[src/rtl/uesr_pkg.sv]
// Package for the USB enumeration recovery supervisor: payload types,
// register indexes, reset values and widths. No dependencies.
package uesr_pkg;

  localparam int unsigned NowWidth      = 32;
  localparam int unsigned ThrWidth      = 16;
  localparam int unsigned AttWidth      = 4;
  localparam int unsigned CfgIdxWidth   = 8;
  localparam int unsigned CfgDataWidth  = 16;
  localparam int unsigned TimeWidthDef  = 32;

  localparam logic [ThrWidth-1:0] EnumTimeoutRst = 16'd3000;
  localparam logic [ThrWidth-1:0] MinIntervalRst = 16'd1000;
  localparam logic [ThrWidth-1:0] StableRst      = 16'd10000;
  localparam logic [AttWidth-1:0] MaxAttemptsRst = 4'd3;
  localparam logic [AttWidth-1:0] AttSat         = 4'd15;

  // configuration register indexes
  localparam logic [CfgIdxWidth-1:0] RegEnumTimeout = 8'd0;
  localparam logic [CfgIdxWidth-1:0] RegMinInterval = 8'd1;
  localparam logic [CfgIdxWidth-1:0] RegStable      = 8'd2;
  localparam logic [CfgIdxWidth-1:0] RegMaxAttempts = 8'd3;

  typedef enum logic [1:0] {
    OP_PROCESS   = 2'd0,
    OP_BUS_RESET = 2'd1,
    OP_RECOVERY  = 2'd2,
    OP_INIT_DONE = 2'd3
  } op_e;

  typedef struct packed {
    logic [ThrWidth-1:0] enum_timeout_ms;
    logic [ThrWidth-1:0] min_interval_ms;
    logic [ThrWidth-1:0] stable_ms;
    logic [AttWidth-1:0] max_attempts;
  } cfg_t;

  typedef struct packed {
    logic [1:0]          op;
    logic [NowWidth-1:0] now;
    logic                configured;
  } in_t;

  typedef struct packed {
    logic                reinit;
    logic                deinit_first;
    logic                gave_up;
    logic [AttWidth-1:0] attempts_used;
    logic                pending;
    logic                enumerating;
  } res_t;

endpackage

[src/rtl/uesr_if.sv]
// Valid/ready channel interfaces for the supervisor: event input, result
// output and configuration write. Depends on uesr_pkg.
interface uesr_in_if
  import uesr_pkg::*;
();
  logic                valid;
  logic                ready;
  logic [1:0]          op;
  logic [NowWidth-1:0] now;
  logic                configured;

  modport source (output valid, op, now, configured, input ready);
  modport sink (input valid, op, now, configured, output ready);
endinterface

interface uesr_out_if
  import uesr_pkg::*;
();
  logic                valid;
  logic                ready;
  logic                reinit;
  logic                deinit_first;
  logic                gave_up;
  logic [AttWidth-1:0] attempts_used;
  logic                pending;
  logic                enumerating;

  modport source (output valid, reinit, deinit_first, gave_up, attempts_used, pending,
                  enumerating, input ready);
  modport sink (input valid, reinit, deinit_first, gave_up, attempts_used, pending,
                enumerating, output ready);
endinterface

interface uesr_cfg_if
  import uesr_pkg::*;
();
  logic                    valid;
  logic                    ready;
  logic [CfgIdxWidth-1:0]  index;
  logic [CfgDataWidth-1:0] data;

  modport source (output valid, index, data, input ready);
  modport sink (input valid, index, data, output ready);
endinterface

[src/rtl/uesr_cfg_regs.sv]
// Configuration register file of the supervisor.
// Depends on uesr_pkg and uesr_cfg_if.
module uesr_cfg_regs
  import uesr_pkg::*;
(
  input  logic       clk_i,
  input  logic       rst_ni,
  uesr_cfg_if.sink   cfg_i,
  output cfg_t       cfg_o
);

  cfg_t cfg_q, cfg_d;

  assign cfg_i.ready = 1'b1;

  always_comb begin
    cfg_d = cfg_q;
    if (cfg_i.valid) begin
      case (cfg_i.index)
        RegEnumTimeout: cfg_d.enum_timeout_ms = cfg_i.data;
        RegMinInterval: cfg_d.min_interval_ms = cfg_i.data;
        RegStable:      cfg_d.stable_ms       = cfg_i.data;
        RegMaxAttempts: cfg_d.max_attempts    = cfg_i.data[AttWidth-1:0];
        default:        cfg_d = cfg_q;  // unknown index, dropped
      endcase
    end
  end

  always_ff @(posedge clk_i or negedge rst_ni) begin
    if (!rst_ni) begin
      cfg_q.enum_timeout_ms <= EnumTimeoutRst;
      cfg_q.min_interval_ms <= MinIntervalRst;
      cfg_q.stable_ms       <= StableRst;
      cfg_q.max_attempts    <= MaxAttemptsRst;
    end else begin
      cfg_q <= cfg_d;
    end
  end

  assign cfg_o = cfg_q;

endmodule

[src/rtl/uesr_engine.sv]
// Supervisor state and per-event update logic: timers, attempt count,
// pending request. Depends on uesr_pkg.
module uesr_engine
  import uesr_pkg::*;
#(
  parameter int unsigned TIME_WIDTH = TimeWidthDef
) (
  input  logic clk_i,
  input  logic rst_ni,
  input  logic step_i,   // commit the update for item_i
  input  in_t  item_i,
  input  cfg_t cfg_i,
  output res_t res_o     // result of item_i against the current state
);

  typedef logic [TIME_WIDTH-1:0] tm_t;

  logic                pend_q, pend_d;
  logic                ena_q, ena_d;
  logic                dev_q, dev_d;
  logic [AttWidth-1:0] att_q, att_d;
  tm_t                 bus_q, bus_d;
  tm_t                 lrt_q, lrt_d;
  tm_t                 cst_q, cst_d;

  tm_t now_w;
  tm_t el_bus, el_lrt, el_cst;
  op_e op;

  assign now_w  = TIME_WIDTH'(item_i.now);
  assign op     = op_e'(item_i.op);
  // wrapping differences
  assign el_bus = now_w - bus_q;
  assign el_lrt = now_w - lrt_q;
  assign el_cst = now_w - cst_q;

  always_comb begin
    pend_d = pend_q;
    ena_d  = ena_q;
    dev_d  = dev_q;
    att_d  = att_q;
    bus_d  = bus_q;
    lrt_d  = lrt_q;
    cst_d  = cst_q;
    res_o  = '0;
    case (op)
      OP_BUS_RESET: begin
        bus_d = now_w;
        ena_d = 1'b1;
      end
      OP_RECOVERY: pend_d = 1'b1;
      OP_INIT_DONE: begin
        dev_d = 1'b1;
        cst_d = '0;
      end
      OP_PROCESS: begin
        if (item_i.configured) begin
          ena_d = 1'b0;
          if (cst_q == '0) begin
            cst_d = now_w;
          end else if (el_cst >= TIME_WIDTH'(cfg_i.stable_ms)) begin
            att_d = '0;
          end
        end else begin
          cst_d = '0;
          if (ena_q && (el_bus >= TIME_WIDTH'(cfg_i.enum_timeout_ms))) begin
            ena_d  = 1'b0;
            pend_d = 1'b1;
          end
        end
        if (pend_d) begin
          if (att_d >= cfg_i.max_attempts) begin
            pend_d        = 1'b0;
            res_o.gave_up = 1'b1;
          end else if (!((lrt_q != '0) &&
                         (el_lrt < TIME_WIDTH'(cfg_i.min_interval_ms)))) begin
            pend_d             = 1'b0;
            ena_d              = 1'b0;
            lrt_d              = now_w;
            att_d              = (att_d == AttSat) ? att_d : att_d + 1'b1;
            res_o.reinit       = 1'b1;
            res_o.deinit_first = dev_q;
            dev_d              = 1'b1;
            cst_d              = '0;
          end
        end
      end
      default: pend_d = pend_q;
    endcase
    res_o.attempts_used = att_d;
    res_o.pending       = pend_d;
    res_o.enumerating   = ena_d;
  end

  always_ff @(posedge clk_i or negedge rst_ni) begin
    if (!rst_ni) begin
      pend_q <= 1'b0;
      ena_q  <= 1'b0;
      dev_q  <= 1'b0;
      att_q  <= '0;
      bus_q  <= '0;
      lrt_q  <= '0;
      cst_q  <= '0;
    end else if (step_i) begin
      pend_q <= pend_d;
      ena_q  <= ena_d;
      dev_q  <= dev_d;
      att_q  <= att_d;
      bus_q  <= bus_d;
      lrt_q  <= lrt_d;
      cst_q  <= cst_d;
    end
  end

endmodule

[src/rtl/usb_enum_recovery_supervisor.sv]
// USB enumeration recovery supervisor, top level.
// Channels: in_i takes event words (op, now, configured); out_o gives one
//   result word per event; cfg_i writes the four threshold registers.
// Pipeline: an accepted event is held in the input register, is
//   evaluated against the supervisor state from there and is captured
//   in the result register when that register is free or being taken.
// Throughput: one event per cycle while out_o is not stalled; state update and
//   result come from one pass of subtract/compare logic between the input and result registers.
// Stall: when out_o is not taken the result register holds, the input
//   register fills and in_i.ready drops; nothing is lost or repeated.
// Reset: all state clears (timers unset, no request pending, count zero),
//   thresholds go to 3000 / 1000 / 10000 ms and 3 attempts.
// Config: cfg_i.ready is always high; write only while the block is idle.
// Timestamps are TIME_WIDTH bits wide; differences wrap.
module usb_enum_recovery_supervisor
  import uesr_pkg::*;
#(
  parameter int unsigned TIME_WIDTH = TimeWidthDef
) (
  input  logic        clk_i,
  input  logic        rst_ni,
  uesr_in_if.sink     in_i,
  uesr_out_if.source  out_o,
  uesr_cfg_if.sink    cfg_i
);

  cfg_t cfg;
  in_t  in_q;
  logic in_vld_q;
  res_t res_d, res_q;
  logic out_vld_q;
  logic adv;      // input register moves into the result register

  uesr_cfg_regs u_cfg (
    .clk_i  (clk_i),
    .rst_ni (rst_ni),
    .cfg_i  (cfg_i),
    .cfg_o  (cfg)
  );

  assign adv        = in_vld_q && (!out_vld_q || out_o.ready);
  assign in_i.ready = !in_vld_q || adv;

  // input register
  always_ff @(posedge clk_i or negedge rst_ni) begin
    if (!rst_ni) begin
      in_vld_q <= 1'b0;
    end else if (in_i.ready) begin
      in_vld_q <= in_i.valid;
    end
  end

  always_ff @(posedge clk_i) begin
    if (in_i.ready && in_i.valid) begin
      in_q.op         <= in_i.op;
      in_q.now        <= in_i.now;
      in_q.configured <= in_i.configured;
    end
  end

  uesr_engine #(
    .TIME_WIDTH (TIME_WIDTH)
  ) u_engine (
    .clk_i  (clk_i),
    .rst_ni (rst_ni),
    .step_i (adv),
    .item_i (in_q),
    .cfg_i  (cfg),
    .res_o  (res_d)
  );

  // result register
  always_ff @(posedge clk_i or negedge rst_ni) begin
    if (!rst_ni) begin
      out_vld_q <= 1'b0;
    end else if (!out_vld_q || out_o.ready) begin
      out_vld_q <= in_vld_q;
    end
  end

  always_ff @(posedge clk_i) begin
    if (adv) begin
      res_q <= res_d;
    end
  end

  assign out_o.valid         = out_vld_q;
  assign out_o.reinit        = res_q.reinit;
  assign out_o.deinit_first  = res_q.deinit_first;
  assign out_o.gave_up       = res_q.gave_up;
  assign out_o.attempts_used = res_q.attempts_used;
  assign out_o.pending       = res_q.pending;
  assign out_o.enumerating   = res_q.enumerating;

`ifndef SYNTH
  // a served request cannot also be dropped
  a_reinit_not_gave_up: assert property (@(posedge clk_i) disable iff (!rst_ni)
    out_vld_q |-> !(res_q.reinit && res_q.gave_up))
    else $error("reinit and gave_up in one result");

  a_deinit_needs_reinit: assert property (@(posedge clk_i) disable iff (!rst_ni)
    (out_vld_q && res_q.deinit_first) |-> res_q.reinit)
    else $error("deinit_first without reinit");

  // a reinit clears the request and disarms the enumeration timer
  a_reinit_clears: assert property (@(posedge clk_i) disable iff (!rst_ni)
    (out_vld_q && res_q.reinit) |-> (!res_q.pending && !res_q.enumerating))
    else $error("reinit left request pending or timer armed");

  a_adv_fills_out: assert property (@(posedge clk_i) disable iff (!rst_ni)
    adv |=> out_vld_q)
    else $error("evaluated event did not reach result register");
`endif

endmodule
[src/flat_wrapper.sv]
// flat-port wrapper written by rule: the top's interface ports become plain ports
module usb_enum_recovery_supervisor_flat import uesr_pkg::*;
#(
  parameter int unsigned TIME_WIDTH = TimeWidthDef
)
  (clk_i, rst_ni, in_i_valid, in_i_op, in_i_now, in_i_configured, in_i_ready, out_o_valid, out_o_reinit, out_o_deinit_first, out_o_gave_up, out_o_attempts_used, out_o_pending, out_o_enumerating, out_o_ready, cfg_i_valid, cfg_i_index, cfg_i_data, cfg_i_ready);
  uesr_in_if in_i_i ();
  uesr_out_if out_o_i ();
  uesr_cfg_if cfg_i_i ();
  input  logic clk_i;
  input  logic rst_ni;
  input wire logic [$bits(in_i_i.valid)-1:0] in_i_valid;
  input wire logic [$bits(in_i_i.op)-1:0] in_i_op;
  input wire logic [$bits(in_i_i.now)-1:0] in_i_now;
  input wire logic [$bits(in_i_i.configured)-1:0] in_i_configured;
  output wire logic [$bits(in_i_i.ready)-1:0] in_i_ready;
  output wire logic [$bits(out_o_i.valid)-1:0] out_o_valid;
  output wire logic [$bits(out_o_i.reinit)-1:0] out_o_reinit;
  output wire logic [$bits(out_o_i.deinit_first)-1:0] out_o_deinit_first;
  output wire logic [$bits(out_o_i.gave_up)-1:0] out_o_gave_up;
  output wire logic [$bits(out_o_i.attempts_used)-1:0] out_o_attempts_used;
  output wire logic [$bits(out_o_i.pending)-1:0] out_o_pending;
  output wire logic [$bits(out_o_i.enumerating)-1:0] out_o_enumerating;
  input wire logic [$bits(out_o_i.ready)-1:0] out_o_ready;
  input wire logic [$bits(cfg_i_i.valid)-1:0] cfg_i_valid;
  input wire logic [$bits(cfg_i_i.index)-1:0] cfg_i_index;
  input wire logic [$bits(cfg_i_i.data)-1:0] cfg_i_data;
  output wire logic [$bits(cfg_i_i.ready)-1:0] cfg_i_ready;
  assign in_i_i.valid = in_i_valid;
  assign in_i_i.op = in_i_op;
  assign in_i_i.now = in_i_now;
  assign in_i_i.configured = in_i_configured;
  assign in_i_ready = in_i_i.ready;
  assign out_o_valid = out_o_i.valid;
  assign out_o_reinit = out_o_i.reinit;
  assign out_o_deinit_first = out_o_i.deinit_first;
  assign out_o_gave_up = out_o_i.gave_up;
  assign out_o_attempts_used = out_o_i.attempts_used;
  assign out_o_pending = out_o_i.pending;
  assign out_o_enumerating = out_o_i.enumerating;
  assign out_o_i.ready = out_o_ready;
  assign cfg_i_i.valid = cfg_i_valid;
  assign cfg_i_i.index = cfg_i_index;
  assign cfg_i_i.data = cfg_i_data;
  assign cfg_i_ready = cfg_i_i.ready;
  usb_enum_recovery_supervisor #(.TIME_WIDTH(TIME_WIDTH)) u_core (.clk_i(clk_i), .rst_ni(rst_ni), .in_i(in_i_i), .out_o(out_o_i), .cfg_i(cfg_i_i));
endmodule
[config.mk]
export PLATFORM = sky130hd
export DESIGN_NAME = usb_enum_recovery_supervisor_flat
export DESIGN_NICKNAME = d
export VERILOG_FILES = /design/src/rtl/uesr_pkg.sv /design/src/rtl/uesr_if.sv /design/src/rtl/uesr_cfg_regs.sv /design/src/rtl/uesr_engine.sv /design/src/rtl/usb_enum_recovery_supervisor.sv /design/src/flat_wrapper.sv
export SDC_FILE = /design/constraint.sdc
export NUM_CORES = 1
export LEC_CHECK = 0
export BUFFER_PORTS_ARGS = -buffer_cell sky130_fd_sc_hd__clkbuf_2
export CORE_UTILIZATION = 55
export DETAILED_ROUTE_END_ITERATION = 8
export PLACE_DENSITY = 0.79
export SYNTH_ARGS = -nofsm -noshare
export SYNTH_HDL_FRONTEND = slang
export SYNTH_SLANG_ARGS = --single-unit
[constraint.sdc]
create_clock -name clk_i -period 7.8 [get_ports clk_i]
set_input_delay 0.78 -clock clk_i [delete_from_list [all_inputs] [get_ports clk_i]]
set_output_delay 0.78 -clock clk_i [all_outputs]
set_load 0.02 [all_outputs]
== Yosys cells after proc, flatten, opt, wreduce, memory -nomap -nowiden ==
Index checks and enable logic that the tools add are counted.
Word-level totals
  register bits after elaboration: 201
  bits of input ports: 64
  output and inout bits: 12
  logic and storage cells: 102
Cells by class
  add/subtract/negate cells: 4
  $lt $le $gt $ge: 4
  equal/unequal tests: 10
  multiplexer cells: 34
  bitwise logic cells: 4
  reduce and logical (&&, ||, !) cells: 24
Operator list (count)
  $mux 32: 5
  $sub 32x32->32: 3
  $ge 32x16->1: 2
  $pmux 32 s2: 1
  $mux 4: 9
  $logic_not 32->1: 1
  $lt 32x16->1: 1
  $reduce_bool 32->1: 1
  $eq 8x2->1 const B: 2
  $mux 1: 15
  $reduce_and 2->1: 7
  $reduce_and 5->1: 2
  $eq 8x1->1 const B: 1
  $logic_not 8->1: 1
  $ne 2x2->1 const B: 3
  $pmux 1 s2: 3
  $add 4x1->4 const B: 1
  $eq 2x2->1 const B: 2
  $eq 4x4->1 const B: 1
  $ge 4x4->1: 1
  $logic_and 1x1->1: 4
  $not 1->1: 4
  $reduce_or 4->1: 1
  $reduce_or 3->1: 1
  6 further kinds: 8

== Logic depth before layout (Yosys ltp) ==
  word-level depth: 12
  depth in mapped cells: 32
  depth with buffers taken out: 30

== Modules after synthesis ==
A second synthesis with hierarchy kept.
Unflattened totals
  cells, all modules: 1658
  area total of the unflattened synthesis: 15635.0 um^2
By module, submodules not included
  uesr_engine: times used 1, cells an instance 1490, area an instance 12159.2 um^2, seq. area each 2577.5 um^2
  uesr_cfg_regs: times used 1, cells an instance 116, area an instance 2050.7 um^2, seq. area each 1326.3 um^2
  usb_enum_recovery_supervisor: times used 1, cells an instance 52, area an instance 1425.1 um^2, seq. area each 1371.3 um^2

== Worst setup path after synthesis ==
OpenSTA, ideal clock, no wires.
  path kind: register to register
  start: reg u_core.in_q[2] (netlist bit)
  end: reg u_core.res_q (netlist bit u_core.out_o.attempts_used[0]), data pin
  library setup time: 0.256 ns
  arrival: 5.947 ns
  data required time: 7.544 ns
  path slack: 1.597 ns
  stages on the path, launching flop included: 28
  buffers on the path: 1
  period minus slack after synthesis: 6.203 ns
  cell sequence: edfxtp_1 -> ha_1 -> nor2b_1 -> o311ai_0 -> a21oi_1 -> nor2_1 -> o21ai_0 -> xor2_1 -> ha_1 -> a21o_1 -> a21o_1 -> a2111oi_0 -> o21ai_0 -> nor4_1 -> o2111ai_1 -> nor4_1 -> a31o_2 -> nand2_1 -> ha_1 -> nand2b_1 -> a21o_1 -> a21o_1 -> a21oi_1 -> o21ai_0 -> a211o_1 -> buf_6 -> or4_1 -> o211a_1
RTL lines
  start, declared: RTL line usb_enum_recovery_supervisor.sv:28  | in_t in_q;
  end signal, assigned: RTL line usb_enum_recovery_supervisor.sv:83  | res_q <= res_d;
  end, declared: RTL line usb_enum_recovery_supervisor.sv:30  | res_t res_d, res_q;

== Worst setup path in the final report ==
  start: reg u_core.in_q[2] (netlist bit)
  end: reg u_core.u_engine.lrt_q[31]
On the way
  word-level cells in the longest chain between the ends: 9
  elaborated cells on any way between the ends: 19
  classes of those cells: add/sub (3); order compare (4); mux (7); bitwise (2); reduce/logical (3)
Ends and longest elaborated chain
  $sub 32x32->32: RTL line uesr_engine.sv:35  | assign el_cst = now_w - cst_q;
  $ge 32x16->1: RTL line uesr_engine.sv:61  | end else if (el_cst >= TIME_WIDTH'(cfg_i.stable_ms)) begin
  $mux 4: RTL line uesr_engine.sv:61
  $mux 4: RTL line uesr_engine.sv:59  | if (cst_q == '0) begin
  $mux 4: RTL line uesr_engine.sv:57  | if (item_i.configured) begin
  $mux 4: RTL line uesr_engine.sv:46  | case (op)
  $ge 4x4->1: RTL line uesr_engine.sv:72  | if (att_d >= cfg_i.max_attempts) begin
  $not 1->1 (no source line)
  $reduce_and 5->1 (no source line) (*)
  end signal, assigned: RTL line uesr_engine.sv:110  | lrt_q <= lrt_d;
  end, declared: RTL line uesr_engine.sv:23  | tm_t lrt_q, lrt_d;
Every way passes the cells marked *; elsewhere a longest branch is shown, timed or not. The select of a mux whose other input is x is not followed.
A chain may end at the register's enable or synchronous reset.

==> impl_summary.txt <==
----------------------------------------------------
[Outcome]
  Result of the run ... completed

[Synthesis]
  Main combinational cell family by area after synthesis ... compound AO/OA/AOI/OAI gates
  Net Count, Synth ... 1,855
  Biggest area consumer among synthesized cells ... sky130_fd_sc_hd__dfrtp_1
  Arithmetic-cell share of the synthesized area counting full adders, half adders and majority gates ... 12.8%
  Portion of synthesized cell area occupied by the leading cell type ... 22.8%
  Ys Warns ... 0
  Post-Syn Instances ... 1,639
  Synth Area in Compound Gates ... 20.9%
  Number of enable flip-flop cells after synthesis ... 44
  Most common cell in the netlist ... sky130_fd_sc_hd__inv_1
  Mux cell area share after synthesis ... 7.03%
  Flop and latch count out of synthesis ... 201
  Post-synthesis instance area ... 15,000 sq um
  Number of distinct library cells after synthesis ... 90
  Leading post-synthesis cells by instance count ... 176 x sky130_fd_sc_hd__inv_1, 149 x sky130_fd_sc_hd__ha_1, 137 x sky130_fd_sc_hd__dfrtp_1
  Share of the synthesized netlist area taken by xor and xnor gates ... between 3 and 4%
  Ranking of synthesized cells by area ... sky130_fd_sc_hd__dfrtp_1 23%, sky130_fd_sc_hd__ha_1 12%, sky130_fd_sc_hd__edfxtp_1 8.8%
  Simple-gate share of the synthesized area ... 14.3%
  Average footprint of a synthesized cell ... 9.16 sq um
  Asr flop ratio synth ... about four fifths
  Portion of the post-synthesis area used by sequential elements ... between 30% and 40%
  Dominant register cell in the synthesized netlist ... sky130_fd_sc_hd__dfrtp_1

[Power]
  Total power consumption of the routed design ... 5.56 mW
  Sequential group share of total power ... 26.5%
  Fraction of power spent switching nets ... 43.0%
  Total net switching power ... ~2.4 mW
  Fraction of power consumed by combinational cells ... 53.7%
  Worst supply voltage drop on vdd ... 0.233 mV
  P per Cell Area ... approximately 340 nW/um^2
  Portion of total power attributed to the clock network ... 19.9%
  Int Power ... 3.17 mW
  Lkg Pwr ... 7.35 nW

[Critical path]
  R2r worst-path depth ... 29
  Setup Crit Path Kind ... reg2reg
  Element type at the critical path end ... flop
  Worst stage delay on the critical path ... 0.49 ns
  Worst endpoint required time ... 8.19 ns
  Arrival @ worst endpoint ... 7.48 ns
  Beginning of the worst register-to-register path ... u_core.in_q[2]
  Crit path max fanout ... 28
  Worst-case register-to-register setup slack ... between 0.7 and 0.8 ns
  Cell with the largest stage delay on the worst path ... sky130_fd_sc_hd__edfxtp_1
  Worst Setup Start Kind ... flop
  Cell repeated most along the worst path ... sky130_fd_sc_hd__a21oi_1
  Terminus of the critical flop-to-flop path ... u_core.u_engine.lrt_q[31]

[Clocking]
  Root buf cell ... sky130_fd_sc_hd__clkbuf_16
  Number of buffers on the longest clock path ... 3
  Clock net sink count ... 201
  CTS H-tree lvls ... 1
  Clock-pin slew on the worst setup and hold paths ... ~0.060 ns
  CTS tree ... done
  Clock latency on the worst-skew pair ... 0.51 ns
  TritonCTS buffer count ... 22

[Timing]
  Worst-Margin Slew ... around 1.3 ns
  Maximum clock rate ... 141 MHz
  Period Utilization, post-route ... approximately nine tenths
  Worst Clk Skew ... 0.0120 ns
  Worst Hold Slack ... 0.320 ns
  Setup repair after global routing missed its margin ... false
  Hold violation total from the final report ... 0
  Number of max-slew violations in the final report ... 0
  Setup tns final ... 0 ns
  Tightest slew margin relative to the limit ... between 10% and 20%
  Clock period minus worst slack ... 7.09 ns
  Setup violators final ... 0

[Routing]
  Number of nets with antenna violations after routing ... 0
  Via count ... 13,000
  Post-detailed-route wirelength per cell ... 20.4 microns
  Overall routed net length ... roughly 42,000 microns
  Iter 0 DRT Violations ... about 1,200
  DRC violation count after routing ... 0
  Vias per std cell ... 6.33
  First-pass detailed-route iteration total ... 5

[Finish]
  Area growth from synthesis to layout ... 9.73%
  Count of inserted antenna diode cells ... 0
  Layout cells sized above 1 ... 15.7%
  Final nets ... approximately 1,900

[Global routing]
  Remaining global-route overflow ... 0
  Number of global-route vias before repair ... 12,600
  Initial antenna violation count ... 0
  Total global routing track utilization ... roughly 30%
  Maximum number of pins on one net before global-route repair ... 85
  First-pass GRT wire length ... ~66,000 microns

[Floorplan]
  Floorplan die area ... 28,000 sq um
  Initial core utilization ... 55.9%
  Boundary pin count ... 76
  Chip width ... 167 microns
  Die Y-Extent ... 167 microns
  Placeable core area ... 26,900 sq um
  Site row count ... 60

[Worst hold path]
  Min-Delay Path Class ... in2async

[Placed design]
  Port Buffers ... 74
  Final GP Congestion ... 0.910
  Post-detail-place hpwl ... roughly 32,000 microns

[Job]
  Max-cap violations ... 0

----------------------------------------------------
[critical path: cells and delay by family, from the launching register on]
| family | cells | cell delay [ns] |
|---|---|---|
| DFF | 1 | 0.49 |
| buffers and inverters | 2 | 0.44 |
| adders and majority gates | 3 | 1.01 |
| and+or+nand+nor | 7 | 1.33 |
| muxes | 1 | 0.30 |
| xor gates and xnor gates | 1 | 0.14 |
| AOI/OAI and AO/OA | 15 | 3.25 |
[registers in the layout, indices dropped and copies added (netlist names), 4 cells and up]
register / count
u_core.u_cfg.cfg_o: 52
u_core.in_q: 35
u_core.u_engine.bus_q: 32
u_core.u_engine.cst_q: 32
u_core.u_engine.lrt_q: 32
u_core.out_o.attempts_used: 4
u_core.u_engine.att_q: 4
[kinds of logic after synthesis]
kind of cell | Yosys count
multiplexers | 91
other | 1
XOR/XNOR | 59
adder cells (fa/ha/maj) | 152
flip-flops | 201
AO/OA/AOI/OAI | 472
AND/OR/NAND/NOR | 427
buffers and inverters | 236
[worst max-delay path by stage]
| stage | from | end | depth (start not counted) |
|---|---|---|---|
| 2_1_floorplan | u_core.in_q[2] | u_core.out_o.attempts_used[0] | 27 |
| 3_3_place_gp | u_core.in_q[2] | u_core.u_engine.lrt_q[31] | 27 |
| 3_5_place_dp | u_core.in_q[2] | u_core.out_o.attempts_used[2] | 26 |
| 4_1_cts | u_core.in_q[2] | u_core.out_o.attempts_used[2] | 26 |
| 5_1_grt | u_core.in_q[2] | u_core.u_engine.lrt_q[31] | 29 |
| 6_report | u_core.in_q[2] | u_core.u_engine.lrt_q[31] | 29 |
[final cells by class]
class                   instances  area [sq um]
fillers                      2260         10400
multi-input cells            1202          8810
flip-flops and latches        201          5280
clock buffers                  28           668
inverters                     178           668
repair buffers                 90           509
well taps                     341           427
clock inverters                12           111
[cell usage in the layout, fill, tap and decap left out, drive strengths merged, types with 40 or more instances in the layout]
| cell | n |
|---|---|
| nor2 | 86 |
| ha | 149 |
| mux2 | 86 |
| o21ai | 104 |
| edfxtp | 44 |
| a21o | 40 |
| dfrtp | 137 |
| inv | 177 |
| a21oi | 133 |
| clkbuf | 101 |
| nand2 | 128 |
[layer usage]
metal / share of wire [%] / vias up / track usage (%)
li1: - / 6112 / -
met1: 43 / 6328 / 39.6
met2: 48 / 488 / 50.6
met3: 6.5 / 70 / 3.64
met4: 2.6 / 0 / 8.34
met5: 0 / - / 0
[per-stage QoR]
stage,util (%),setup slack [ns],instances,area (sq um)
floorplan,-,1.60,1639,15000
global placement,58.4,0.836,2012,15700
detailed placement,58.4,0.557,2012,15700
CTS,61.3,0.560,2052,16500
global route,61.3,0.0947,2052,16500
finish,61.3,0.706,2052,16500
[power by group through the flow]
stage / Clock (mW) / Sequential, mW / Combinational, mW
2_1_floorplan: 0 / 1.43 / 2.23
3_3_place_gp: 0 / 1.47 / 2.83
3_5_place_dp: 0 / 1.48 / 2.90
4_1_cts: 1.12 / 1.46 / 2.93
5_1_grt: 1.15 / 1.49 / 3.29
6_report: 1.11 / 1.47 / 2.99
[repair_timing]
action | in CTS | in global routing
hold buffers | 0 | 0
buffers inserted | 0 | 0
setup endpoints to repair | 0 | 72
gates resized for setup | 0 | 4
Note: power is estimated with default switching activity, not from simulation.
